===== src/rtl/grcw_pkg.sv =====
// Shared constants, sizes and the quarter-wave sine table of the grid ray cell walker.
// No dependencies; imported by grid_ray_cell_walk_core.
package grcw_pkg;

   // Grid geometry
   localparam int GRID_CELLS   = 8;
   localparam int GRID_BITS    = $clog2(GRID_CELLS);
   localparam int GALAXY_QUADS = 8;
   localparam int GALAXY_CELLS = GALAXY_QUADS * GRID_CELLS;
   localparam int COORD_W      = $clog2(GALAXY_CELLS);

   // Port field widths
   localparam int FIELD_W  = 3;
   localparam int WARP_W   = 8;
   localparam int COURSE_W = 7;

   // Heading: course in 1/2^F of 45 degrees
   localparam int COURSE_FRACTION_BITS = 4;
   localparam int QUARTER   = 2 << COURSE_FRACTION_BITS;
   localparam int R_W       = COURSE_FRACTION_BITS + 1;
   localparam int ROM_IDX_W = $clog2(QUARTER + 1);

   // Direction magnitudes are Q1.15, 0..UNIT
   localparam int UNIT_SHIFT = 15;
   localparam int UNIT       = 1 << UNIT_SHIFT;
   localparam int MAG_W      = UNIT_SHIFT + 1;

   // Distance in cells: round(min(warp, cap) * GRID_CELLS / 16)
   localparam int WARP_CAP  = 128;
   localparam int WARP_FRAC = 4;
   localparam int SCALED_W  = WARP_W + GRID_BITS + 1;
   localparam int D_MAX     = (WARP_CAP * GRID_CELLS + (1 << (WARP_FRAC - 1))) >> WARP_FRAC;
   localparam int D_W       = $clog2(D_MAX + 1);
   localparam int BIT_W     = $clog2(D_W);

   // Crossing counters, products and signed positions
   localparam int N_W    = $clog2(D_MAX + 2);
   localparam int PROD_W = $clog2(D_MAX * UNIT + 1);
   localparam int LIM_W  = PROD_W - UNIT_SHIFT;
   localparam int ALU_W  = PROD_W + 1;
   localparam int POS_W  = N_W + 2;

   // Result limit
   localparam int MAX_CELLS_OUT = 64;
   localparam int CNT_W         = $clog2(MAX_CELLS_OUT + 1);

   // Q30 sine series coefficients in a quarter-turn variable
   localparam logic [63:0] SC1 = 64'd1686629713;
   localparam logic [63:0] SC3 = 64'd693598668;
   localparam logic [63:0] SC5 = 64'd85569306;
   localparam logic [63:0] SC7 = 64'd5026998;
   localparam logic [63:0] SC9 = 64'd172272;

   typedef logic [MAG_W-1:0] sine_rom_type [QUARTER+1];

   // Horner evaluation, each product truncated, rounded half up to Q15
   function automatic logic [MAG_W-1:0] sine_q15(input int k);
      logic [63:0] z;
      logic [63:0] z2;
      logic [63:0] p;
      logic [63:0] s;
      z  = 64'(k) << (29 - COURSE_FRACTION_BITS);
      z2 = (z * z) >> 30;
      p  = SC9;
      p  = SC7 - ((z2 * p) >> 30);
      p  = SC5 - ((z2 * p) >> 30);
      p  = SC3 - ((z2 * p) >> 30);
      p  = SC1 - ((z2 * p) >> 30);
      s  = (z * p) >> 30;
      s  = (s + 64'(1 << 14)) >> 15;
      if (s > 64'(UNIT)) begin
         return MAG_W'(UNIT);
      end
      return s[MAG_W-1:0];
   endfunction

   function automatic sine_rom_type build_sine_rom();
      sine_rom_type t;
      for (int i = 0; i <= QUARTER; i++) begin
         t[i] = sine_q15(i);
      end
      return t;
   endfunction

   localparam sine_rom_type SINE_ROM = build_sine_rom();

endpackage


===== src/rtl/grid_ray_cell_walk_core.sv =====
// Grid ray cell walker: steps a ray across a 64x64 cell grid and reports each entered cell.
// Depends on grcw_pkg (sizes, sine table).
//
//  chan  dir  handshake            payload
//  req   in   req_valid/req_ready  start quadrant x/y, start sector x/y, warp_sixteenths, course
//  rsp   out  rsp_valid/rsp_ready  sector x/y, quadrant x/y, cell_valid, truncated, last
//
// Sequence: after the request transfer, shift-add for d*ax and d*ay and then the initial
//   crossing-time difference, all on the one shared 23-bit adder; then each boundary move
//   is a step and then a check. A walk makes at most 2*(D_MAX+1) boundary moves.
// req_ready is high only in idle; one request is walked at a time.
// A result waits in the output register; the walk stalls only when it must hand over a cell
//   while that register is still full.
// Reset (synchronous, active high) clears the sequencer and the output valid flag.
module grid_ray_cell_walk_core import grcw_pkg::*; (
   input  logic               clock,
   input  logic               reset,
   // request channel
   input  logic               req_valid,
   output logic               req_ready,
   input  logic [FIELD_W-1:0] req_start_quadrant_x,
   input  logic [FIELD_W-1:0] req_start_quadrant_y,
   input  logic [FIELD_W-1:0] req_start_sector_x,
   input  logic [FIELD_W-1:0] req_start_sector_y,
   input  logic [WARP_W-1:0]  req_warp_sixteenths,
   input  logic [COURSE_W-1:0] req_course,
   // result channel
   output logic               rsp_valid,
   input  logic               rsp_ready,
   output logic [FIELD_W-1:0] rsp_sector_x,
   output logic [FIELD_W-1:0] rsp_sector_y,
   output logic [FIELD_W-1:0] rsp_quadrant_x,
   output logic [FIELD_W-1:0] rsp_quadrant_y,
   output logic               rsp_cell_valid,
   output logic               rsp_truncated,
   output logic               rsp_last
);

   typedef enum logic [6:0] {
      ST_IDLE   = 7'b0000001,
      ST_MUL_X  = 7'b0000010,
      ST_MUL_Y  = 7'b0000100,
      ST_INIT   = 7'b0001000,
      ST_WALK   = 7'b0010000,
      ST_CHECK  = 7'b0100000,
      ST_FINISH = 7'b1000000
   } walk_state_type;

   // heading quadrant: x moves along +cos, y along -sin
   typedef enum logic [1:0] {
      HDG_XP_YN = 2'd0,
      HDG_XN_YN = 2'd1,
      HDG_XN_YP = 2'd2,
      HDG_XP_YP = 2'd3
   } heading_type;

   walk_state_type state_ff, state_in;

   // request parameters
   logic [COORD_W-1:0] x0_ff, x0_in, y0_ff, y0_in;
   logic [D_W-1:0]     d_ff, d_in;
   logic [MAG_W-1:0]   ax_ff, ax_in, ay_ff, ay_in;
   logic               xneg_ff, xneg_in, yneg_ff, yneg_in;

   // shift-add multiply
   logic [BIT_W-1:0]   bit_ff, bit_in;
   logic [PROD_W-1:0]  acc_ff, acc_in;
   logic [LIM_W-1:0]   lim_x_ff, lim_x_in, lim_y_ff, lim_y_in;
   logic               exact_x_ff, exact_x_in, exact_y_ff, exact_y_in;

   // walk state: diff = nx*ay - ny*ax, diag = ay - ax
   logic [ALU_W-1:0]   diff_ff, diff_in, diag_ff, diag_in;
   logic [N_W-1:0]     nx_ff, nx_in, ny_ff, ny_in;
   logic [POS_W-1:0]   px_ff, px_in, py_ff, py_in;
   logic               at_end_ff, at_end_in;
   logic [COORD_W-1:0] last_x_ff, last_x_in, last_y_ff, last_y_in;
   logic [CNT_W-1:0]   cnt_ff, cnt_in;

   // output register
   logic               rsp_valid_ff, rsp_valid_in;
   logic [FIELD_W-1:0] sec_x_ff, sec_x_in, sec_y_ff, sec_y_in;
   logic [FIELD_W-1:0] quad_x_ff, quad_x_in, quad_y_ff, quad_y_in;
   logic               cell_valid_ff, cell_valid_in;
   logic               trunc_ff, trunc_in;
   logic               last_ff, last_in;
   logic               load_out, out_free;

   // shared adder
   logic [ALU_W-1:0]   alu_a, alu_b, alu_sum;
   logic               alu_sub;

   // request decode
   logic [COORD_W-1:0]   x0_new, y0_new;
   logic [WARP_W-1:0]    warp_cap;
   logic [SCALED_W-1:0]  d_scaled;
   logic [D_W-1:0]       d_new;
   logic [ROM_IDX_W-1:0] rom_s_idx, rom_c_idx;
   logic [MAG_W-1:0]     sin_mag, cos_mag;
   heading_type          heading;

   // move decode
   logic               hx, hy, tx, ty, ax_nz, ay_nz, diff_le0, diff_ge0;
   logic [N_W-1:0]     off_x, off_y;
   logic               outside, fresh;

   assign req_ready = (state_ff == ST_IDLE);
   assign out_free  = !rsp_valid_ff || rsp_ready;

   assign rsp_valid      = rsp_valid_ff;
   assign rsp_sector_x   = sec_x_ff;
   assign rsp_sector_y   = sec_y_ff;
   assign rsp_quadrant_x = quad_x_ff;
   assign rsp_quadrant_y = quad_y_ff;
   assign rsp_cell_valid = cell_valid_ff;
   assign rsp_truncated  = trunc_ff;
   assign rsp_last       = last_ff;

   // --- request decode: start point, distance, direction from the sine table ---
   always_comb begin
      x0_new = COORD_W'(req_start_quadrant_x) * COORD_W'(GRID_CELLS)
             + COORD_W'(req_start_sector_x);
      y0_new = COORD_W'(req_start_quadrant_y) * COORD_W'(GRID_CELLS)
             + COORD_W'(req_start_sector_y);
      warp_cap = (req_warp_sixteenths > WARP_W'(WARP_CAP)) ? WARP_W'(WARP_CAP)
                                                            : req_warp_sixteenths;
      d_scaled = SCALED_W'(warp_cap) * SCALED_W'(GRID_CELLS)
               + SCALED_W'(1 << (WARP_FRAC - 1));
      d_new    = D_W'(d_scaled >> WARP_FRAC);
      rom_s_idx = ROM_IDX_W'(req_course[R_W-1:0]);
      rom_c_idx = ROM_IDX_W'(QUARTER) - rom_s_idx;
      sin_mag   = SINE_ROM[rom_s_idx];
      cos_mag   = SINE_ROM[rom_c_idx];
      heading   = heading_type'(req_course[R_W+1:R_W]);
   end

   // --- move decode: which boundary comes next ---
   always_comb begin
      ax_nz    = (ax_ff != '0);
      ay_nz    = (ay_ff != '0);
      diff_le0 = diff_ff[ALU_W-1] || (diff_ff == '0);
      diff_ge0 = !diff_ff[ALU_W-1];
      // nx*UNIT <= d*ax  <=>  nx <= floor(d*ax / UNIT); false when ax is zero
      hx = (nx_ff <= N_W'(lim_x_ff));
      hy = (ny_ff <= N_W'(lim_y_ff));
      tx = hx && (!hy || diff_le0);
      ty = hy && (!hx || diff_ge0);
      // off-axis coordinate lies in [n-1, n): floor n-1, ceiling n (n-1 when still)
      off_x = (tx || (xneg_ff && ax_nz)) ? nx_ff : nx_ff - N_W'(1);
      off_y = (ty || (yneg_ff && ay_nz)) ? ny_ff : ny_ff - N_W'(1);
   end

   // --- shared adder operand select ---
   always_comb begin
      alu_a   = '0;
      alu_b   = '0;
      alu_sub = 1'b0;
      unique case (state_ff)
         ST_MUL_X: begin
            alu_a = {acc_ff, 1'b0};
            alu_b = d_ff[bit_ff] ? ALU_W'(ax_ff) : '0;
         end
         ST_MUL_Y: begin
            alu_a = {acc_ff, 1'b0};
            alu_b = d_ff[bit_ff] ? ALU_W'(ay_ff) : '0;
         end
         ST_INIT: begin
            alu_a   = ALU_W'(ay_ff);
            alu_b   = ALU_W'(ax_ff);
            alu_sub = 1'b1;
         end
         ST_WALK: begin
            alu_a = diff_ff;
            if (tx && ty) begin
               alu_b = diag_ff;
            end else if (tx) begin
               alu_b = ALU_W'(ay_ff);
            end else begin
               alu_b   = ALU_W'(ax_ff);
               alu_sub = ty;
            end
         end
         default: begin
            alu_a = '0;
         end
      endcase
      alu_sum = alu_a + (alu_sub ? ~alu_b : alu_b) + ALU_W'(alu_sub);
   end

   // --- sequencer ---
   always_comb begin
      state_in   = state_ff;
      x0_in      = x0_ff;
      y0_in      = y0_ff;
      d_in       = d_ff;
      ax_in      = ax_ff;
      ay_in      = ay_ff;
      xneg_in    = xneg_ff;
      yneg_in    = yneg_ff;
      bit_in     = bit_ff;
      acc_in     = acc_ff;
      lim_x_in   = lim_x_ff;
      lim_y_in   = lim_y_ff;
      exact_x_in = exact_x_ff;
      exact_y_in = exact_y_ff;
      diff_in    = diff_ff;
      diag_in    = diag_ff;
      nx_in      = nx_ff;
      ny_in      = ny_ff;
      px_in      = px_ff;
      py_in      = py_ff;
      at_end_in  = at_end_ff;
      last_x_in  = last_x_ff;
      last_y_in  = last_y_ff;
      cnt_in     = cnt_ff;

      load_out      = 1'b0;
      sec_x_in      = last_x_ff[GRID_BITS-1:0];
      sec_y_in      = last_y_ff[GRID_BITS-1:0];
      quad_x_in     = last_x_ff[COORD_W-1:GRID_BITS];
      quad_y_in     = last_y_ff[COORD_W-1:GRID_BITS];
      cell_valid_in = 1'b1;
      trunc_in      = 1'b0;
      last_in       = 1'b0;

      // a point outside the grid, or one that has moved to a new cell
      outside = px_ff[POS_W-1] || (px_ff[POS_W-2:COORD_W] != '0)
             || py_ff[POS_W-1] || (py_ff[POS_W-2:COORD_W] != '0);
      fresh   = (px_ff[COORD_W-1:0] != last_x_ff) || (py_ff[COORD_W-1:0] != last_y_ff);

      unique case (state_ff)
         ST_IDLE: begin
            if (req_valid) begin
               x0_in     = x0_new;
               y0_in     = y0_new;
               last_x_in = x0_new;
               last_y_in = y0_new;
               d_in      = d_new;
               acc_in    = '0;
               bit_in    = BIT_W'(D_W - 1);
               cnt_in    = '0;
               nx_in     = N_W'(1);
               ny_in     = N_W'(1);
               unique case (heading)
                  HDG_XP_YN: begin
                     ax_in = cos_mag; xneg_in = 1'b0; ay_in = sin_mag; yneg_in = 1'b1;
                  end
                  HDG_XN_YN: begin
                     ax_in = sin_mag; xneg_in = 1'b1; ay_in = cos_mag; yneg_in = 1'b1;
                  end
                  HDG_XN_YP: begin
                     ax_in = cos_mag; xneg_in = 1'b1; ay_in = sin_mag; yneg_in = 1'b0;
                  end
                  HDG_XP_YP: begin
                     ax_in = sin_mag; xneg_in = 1'b0; ay_in = cos_mag; yneg_in = 1'b0;
                  end
                  default: begin
                     ax_in = sin_mag; xneg_in = 1'b0; ay_in = cos_mag; yneg_in = 1'b0;
                  end
               endcase
               state_in = (d_new == '0) ? ST_FINISH : ST_MUL_X;
            end
         end

         // d*ax, MSB first
         ST_MUL_X: begin
            acc_in = alu_sum[PROD_W-1:0];
            if (bit_ff == '0) begin
               lim_x_in   = alu_sum[PROD_W-1:UNIT_SHIFT];
               exact_x_in = (alu_sum[UNIT_SHIFT-1:0] == '0);
               acc_in     = '0;
               bit_in     = BIT_W'(D_W - 1);
               state_in   = ST_MUL_Y;
            end else begin
               bit_in = bit_ff - BIT_W'(1);
            end
         end

         ST_MUL_Y: begin
            acc_in = alu_sum[PROD_W-1:0];
            if (bit_ff == '0) begin
               lim_y_in   = alu_sum[PROD_W-1:UNIT_SHIFT];
               exact_y_in = (alu_sum[UNIT_SHIFT-1:0] == '0);
               state_in   = ST_INIT;
            end else begin
               bit_in = bit_ff - BIT_W'(1);
            end
         end

         ST_INIT: begin
            diff_in  = alu_sum;
            diag_in  = alu_sum;
            state_in = ST_WALK;
         end

         // one boundary move: end point, end flag, crossing counters
         ST_WALK: begin
            px_in = xneg_ff ? POS_W'(x0_ff) - POS_W'(off_x) : POS_W'(x0_ff) + POS_W'(off_x);
            py_in = yneg_ff ? POS_W'(y0_ff) - POS_W'(off_y) : POS_W'(y0_ff) + POS_W'(off_y);
            if (!hx && !hy) begin
               at_end_in = 1'b1;
            end else if (tx) begin
               at_end_in = (nx_ff == N_W'(lim_x_ff)) && exact_x_ff;
            end else begin
               at_end_in = (ny_ff == N_W'(lim_y_ff)) && exact_y_ff;
            end
            if (tx || ty) begin
               diff_in = alu_sum;
            end
            nx_in    = nx_ff + N_W'(tx);
            ny_in    = ny_ff + N_W'(ty);
            state_in = ST_CHECK;
         end

         // bounds, new-cell test; the held cell goes out once the next is known
         ST_CHECK: begin
            if (outside) begin
               state_in = ST_FINISH;
            end else if (fresh) begin
               if (cnt_ff == '0) begin
                  last_x_in = px_ff[COORD_W-1:0];
                  last_y_in = py_ff[COORD_W-1:0];
                  cnt_in    = CNT_W'(1);
                  state_in  = at_end_ff ? ST_FINISH : ST_WALK;
               end else if (out_free) begin
                  load_out = 1'b1;
                  if (cnt_ff == CNT_W'(MAX_CELLS_OUT)) begin
                     // one cell past the limit: close with the truncation flag
                     trunc_in = 1'b1;
                     last_in  = 1'b1;
                     state_in = ST_IDLE;
                  end else begin
                     last_x_in = px_ff[COORD_W-1:0];
                     last_y_in = py_ff[COORD_W-1:0];
                     cnt_in    = cnt_ff + CNT_W'(1);
                     state_in  = at_end_ff ? ST_FINISH : ST_WALK;
                  end
               end
            end else begin
               state_in = at_end_ff ? ST_FINISH : ST_WALK;
            end
         end

         ST_FINISH: begin
            if (out_free) begin
               load_out = 1'b1;
               last_in  = 1'b1;
               if (cnt_ff == '0) begin
                  // empty path
                  sec_x_in      = '0;
                  sec_y_in      = '0;
                  quad_x_in     = '0;
                  quad_y_in     = '0;
                  cell_valid_in = 1'b0;
               end
               state_in = ST_IDLE;
            end
         end

         default: begin
            state_in = ST_IDLE;
         end
      endcase

      rsp_valid_in = load_out || (rsp_valid_ff && !rsp_ready);
   end

   // --- control registers ---
   always_ff @(posedge clock) begin
      if (reset) begin
         state_ff     <= ST_IDLE;
         rsp_valid_ff <= 1'b0;
      end else begin
         state_ff     <= state_in;
         rsp_valid_ff <= rsp_valid_in;
      end
   end

   // --- datapath registers ---
   always_ff @(posedge clock) begin
      x0_ff      <= x0_in;
      y0_ff      <= y0_in;
      d_ff       <= d_in;
      ax_ff      <= ax_in;
      ay_ff      <= ay_in;
      xneg_ff    <= xneg_in;
      yneg_ff    <= yneg_in;
      bit_ff     <= bit_in;
      acc_ff     <= acc_in;
      lim_x_ff   <= lim_x_in;
      lim_y_ff   <= lim_y_in;
      exact_x_ff <= exact_x_in;
      exact_y_ff <= exact_y_in;
      diff_ff    <= diff_in;
      diag_ff    <= diag_in;
      nx_ff      <= nx_in;
      ny_ff      <= ny_in;
      px_ff      <= px_in;
      py_ff      <= py_in;
      at_end_ff  <= at_end_in;
      last_x_ff  <= last_x_in;
      last_y_ff  <= last_y_in;
      cnt_ff     <= cnt_in;
      if (load_out) begin
         sec_x_ff      <= sec_x_in;
         sec_y_ff      <= sec_y_in;
         quad_x_ff     <= quad_x_in;
         quad_y_ff     <= quad_y_in;
         cell_valid_ff <= cell_valid_in;
         trunc_ff      <= trunc_in;
         last_ff       <= last_in;
      end
   end

endmodule

===== config.mk =====
export PLATFORM = sky130hd
export DESIGN_NAME = grid_ray_cell_walk_core
export DESIGN_NICKNAME = d
export VERILOG_FILES = /design/src/rtl/grcw_pkg.sv /design/src/rtl/grid_ray_cell_walk_core.sv
export SDC_FILE = /design/constraint.sdc
export NUM_CORES = 1
export LEC_CHECK = 0
export ABC_AREA = 0
export BUFFER_PORTS_ARGS = -buffer_cell sky130_fd_sc_hd__buf_2
export CORE_UTILIZATION = 57
export DETAILED_ROUTE_END_ITERATION = 7
export PLACE_DENSITY_LB_ADDON = 0.08
export SLEW_MARGIN = 20
export SYNTH_ARGS = -nofsm -noshare
export SYNTH_HDL_FRONTEND = slang
export SYNTH_SLANG_ARGS = --single-unit

===== constraint.sdc =====
create_clock -name clock -period 7.95 [get_ports clock]
set_input_delay 0.795 -clock clock [delete_from_list [all_inputs] [get_ports clock]]
set_output_delay 0.795 -clock clock [all_outputs]
set_load 0.05 [all_outputs]

==> results.yml <==
flow_run:
  max_cap_viol_count: 0
power:
  intPower_mw: 2.64
  leakagePower_nw: 6.21
  seq_power_share_pct: 43.0
  p_sw_share_pct: 33.4
  combPwrFrac_pct: 27.3
  power_frac_clock_pct: 29.7
  powerDensity_nw_per_um2: 257
  ir_drop_uv: 191
  power_switching_mw: 1.32
floorplan:
  num_rows: 57
  core_area_um2: 24200
  dieArea_um2: 25300
  ios: 48
  die_y_um: 159
  initial_utilization_pct: 58.0
  die_w_um: 159
final_layout:
  final_cell_mix: "edfxtp_1 (207), nor2_1 (137), nand2_1 (123), ha_1 (95), a21oi_1 (94)"
  fin_area_um2: 15400
  fin_nets: 1551
  multi_input_area_um2: 7110
  final_common_cell: "edfxtp_1"
  fillerInstances: 2031
  area_delta_synth_final_pct: 9.74
  layout-drive-gt1-share_pct: 10.5
  diodes: 0
  seqCellArea_um2: 6380
status:
  status: "completed"
worst_setup_path:
  worstPathArrival_ns: 6.12
  critPathLaunch: "state_ff[1]"
  crit_required_ns: 8.33
  critPathMaxStageDelay_ns: 0.86
  endpoint: "exact_x_ff"
  reg2regPathDepth: 18
  reg2reg_to: "exact_x_ff"
  rrSetupSlack_ns: 2.21
  crit_slowest_cell: "inv_2"
  reg2reg_from: "state_ff[1]"
  cp_max_fo: 41
  cp-end-kind: "flop"
  cp-start-kind: "flop"
  critPathKind: "reg2reg"
  crit_chain: "nor3_2 -> and2_1 -> nand3b_1 -> inv_2 -> buf_4 -> a222oi_1 -> xnor2_1 -> fa_1 -> a21o_1 -> a21oi_1 -> o21ai_0 -> a21oi_1 -> xnor2_1 -> or4_1 -> nor3_1 -> nand4_1 -> nor4_1 -> and4_1"
timing:
  clock.fmax_mhz: 174
  rsz0062_at_grt: "false"
  skew_ns: 0.0226
  worst_slack_ns: 2.21
  fin_crit_ns: 5.74
  tns_ns: 0
  finalCritPeriodShare_pct: 72.2
  relSlewSlack_pct: 26.6
  tightestPinTransition_ns: 1.10
  setup_viol: 0
  slew_violations: 0
  hold_viol: 0
detailed_routing:
  drcViolationCount: 0
  dr_total_vias: 10700
  first_iter_violations: 1117
  via_per_inst: 6.08
  wl_per_cell_um: 19.6
  ant_nets: 0
  first_pass_iters: 6
  totalWireLength_um: 34600
yosys:
  synth_ff_type: "edfxtp_1"
  synth-seq-area-share_pct: 45.3
  ys_ff_latch: 215
  yosysUniqueCellTypes: 81
  postSynthAreaPerCell_um2: 10.1
  synth-edff-count: 207
  ys.warnings.count: 0
  synth_nets: 1528
  syn_area_um2: 14100
  synthCells: 1397
  async_flop_share_pct: 0
clocking:
  cts.sinks: 215
  cts_root_buf: "clkbuf_16"
  cts_made_buffers: 25
  clk_pin_slew_ns: 0.06
  cts_buffer_depth: 3
  cts_setup_buffers: 0
  htree_levels: 1
  clk_latency_ns: 0.54
  cts_tree: "built"
  cts_hold_buffers: 0
  post_cts_resized: 0
place:
  place_congestion: 0.941
  dp_slack_ns: 2.32
  dpl_cell_area_um2: 14600
  port_buffers: 47
  post-dp-hpwl_um: 24800
hold_path:
  hp-class: "in2reg"
global_routing:
  antenna_found_initial: 0
  grtUsageMet2_pct: 46.6
  use_met3_pct: 2.71
  grt.met1_usage_pct: 36.8
  track_usage_pct: 27.3
  grt_remaining_overflow: 0
  grt_max_degree: 55
  grt_pass1_wl_um: 55100
  grt_busiest_layer: "met2"
  first_global_vias: 10100
[cells by family (layout without fill, tap and decap cells)]
group                    count (synthesis)  after routing  share of synthesized area [%]
AO/OA/AOI/OAI                          307            307                           15.1
XOR/XNOR                                97             97                           6.04
adder cells (fa/ha/maj)                100            100                           9.16
buffers and inverters                  159            201                           4.27
flip-flops                             215            215                           45.3
multiplexers                            52             52                           4.07
AND/OR/NAND/NOR                        467            467                           16.0
[state kept, by name, summed over array words and instances, names as in the netlist, 6 cells and up]
name / cells
cnt_ff: 7
lim_x_ff: 7
px_ff: 9
py_ff: 9
x0_ff: 6
ay_ff: 16
nx_ff: 7
acc_ff: 22
ny_ff: 7
diff_ff: 23
last_y_ff: 6
diag_ff: 23
y0_ff: 6
last_x_ff: 6
state_ff: 7
ax_ff: 16
lim_y_ff: 7
d_ff: 7
[synth_stat cells, types with 12 or more instances]
cell type    n  share of area, %
edfxtp_1   207                44
nor2_1     138               3.7
nand2_1    123               3.3
a21oi_1     95               3.4
ha_1        95               8.5
inv_1       92               2.5
xnor2_1     67               4.2
o21ai_0     55               2.0
clkbuf_1    52               1.4
mux2i_1     40               2.8
nand3_1     36               1.3
and2_1      34               1.5
a222oi_1    30               2.1
xor2_1      30               1.9
nor3_1      27              0.96
a21o_1      26               1.4
a211oi_1    19               1.0
nor4_1      19              0.85
nand2b_1    14              0.62
nand4_1     13              0.58
nor2b_1     12              0.53
[metrics by stage]
stage	cells	power [mW]	util [%]	hold slack (ns)
floorplan	1397	2.47	-	0.525
global placement	1717	2.77	60.2	0.558
detailed placement	1717	2.79	60.2	0.561
CTS	1763	3.97	63.6	0.434
global route	1763	4.16	63.6	0.447
finish	1763	3.96	63.6	0.456
[worst min-delay path by stage]
stage                                       start            to  slack [ns]  cells after the start
after floorplan                       state_ff[6]   state_ff[6]        0.53                      2
after global placement                   px_ff[5]  last_x_ff[5]        0.56                      2
after detailed placement                 px_ff[5]  last_x_ff[5]        0.56                      2
after CTS                 req_start_quadrant_x[2]      x0_ff[5]        0.43                      1
after global routing      req_start_quadrant_y[1]      y0_ff[4]        0.45                      1
final                       req_start_sector_x[2]      x0_ff[2]        0.46                      1
[critical path, delay by kind of cell (launching register included)]
family / cells / cell delay (ns)
adders and majority gates: 1 / 0.45
and+or+nand+nor: 8 / 2.16
DFF: 1 / 0.34
AOI/OAI and AO/OA: 5 / 0.95
buffers and inverters: 2 / 1.30
xor gates and xnor gates: 2 / 0.36
[final cells by class]
cell class,count,share of cell area [%]
clock buffer,27,4.17
clock inverter,19,1.30
inverter,93,2.27
multi-input combinational,1023,46.1
sequential,215,41.3
tap,324,2.63
timing repair buffer,62,2.25
[per-layer routing]
metal / up-vias / wire, um
li1: 5158 / -
met1: 5092 / 14400
met2: 408 / 17100
met3: 57 / 2300
met4: 0 / 805
met5: - / 0
[power groups by stage]
stage                     sequential (mW)  clock, mW  combinational (mW)
final                                1.70       1.18                1.08
after global routing                 1.72       1.24                1.20
after CTS                            1.70       1.19                1.08
after detailed placement             1.72          0                1.07
after global placement               1.72          0                1.05
after floorplan                      1.65          0               0.818
(Power assumes the default switching activity.)
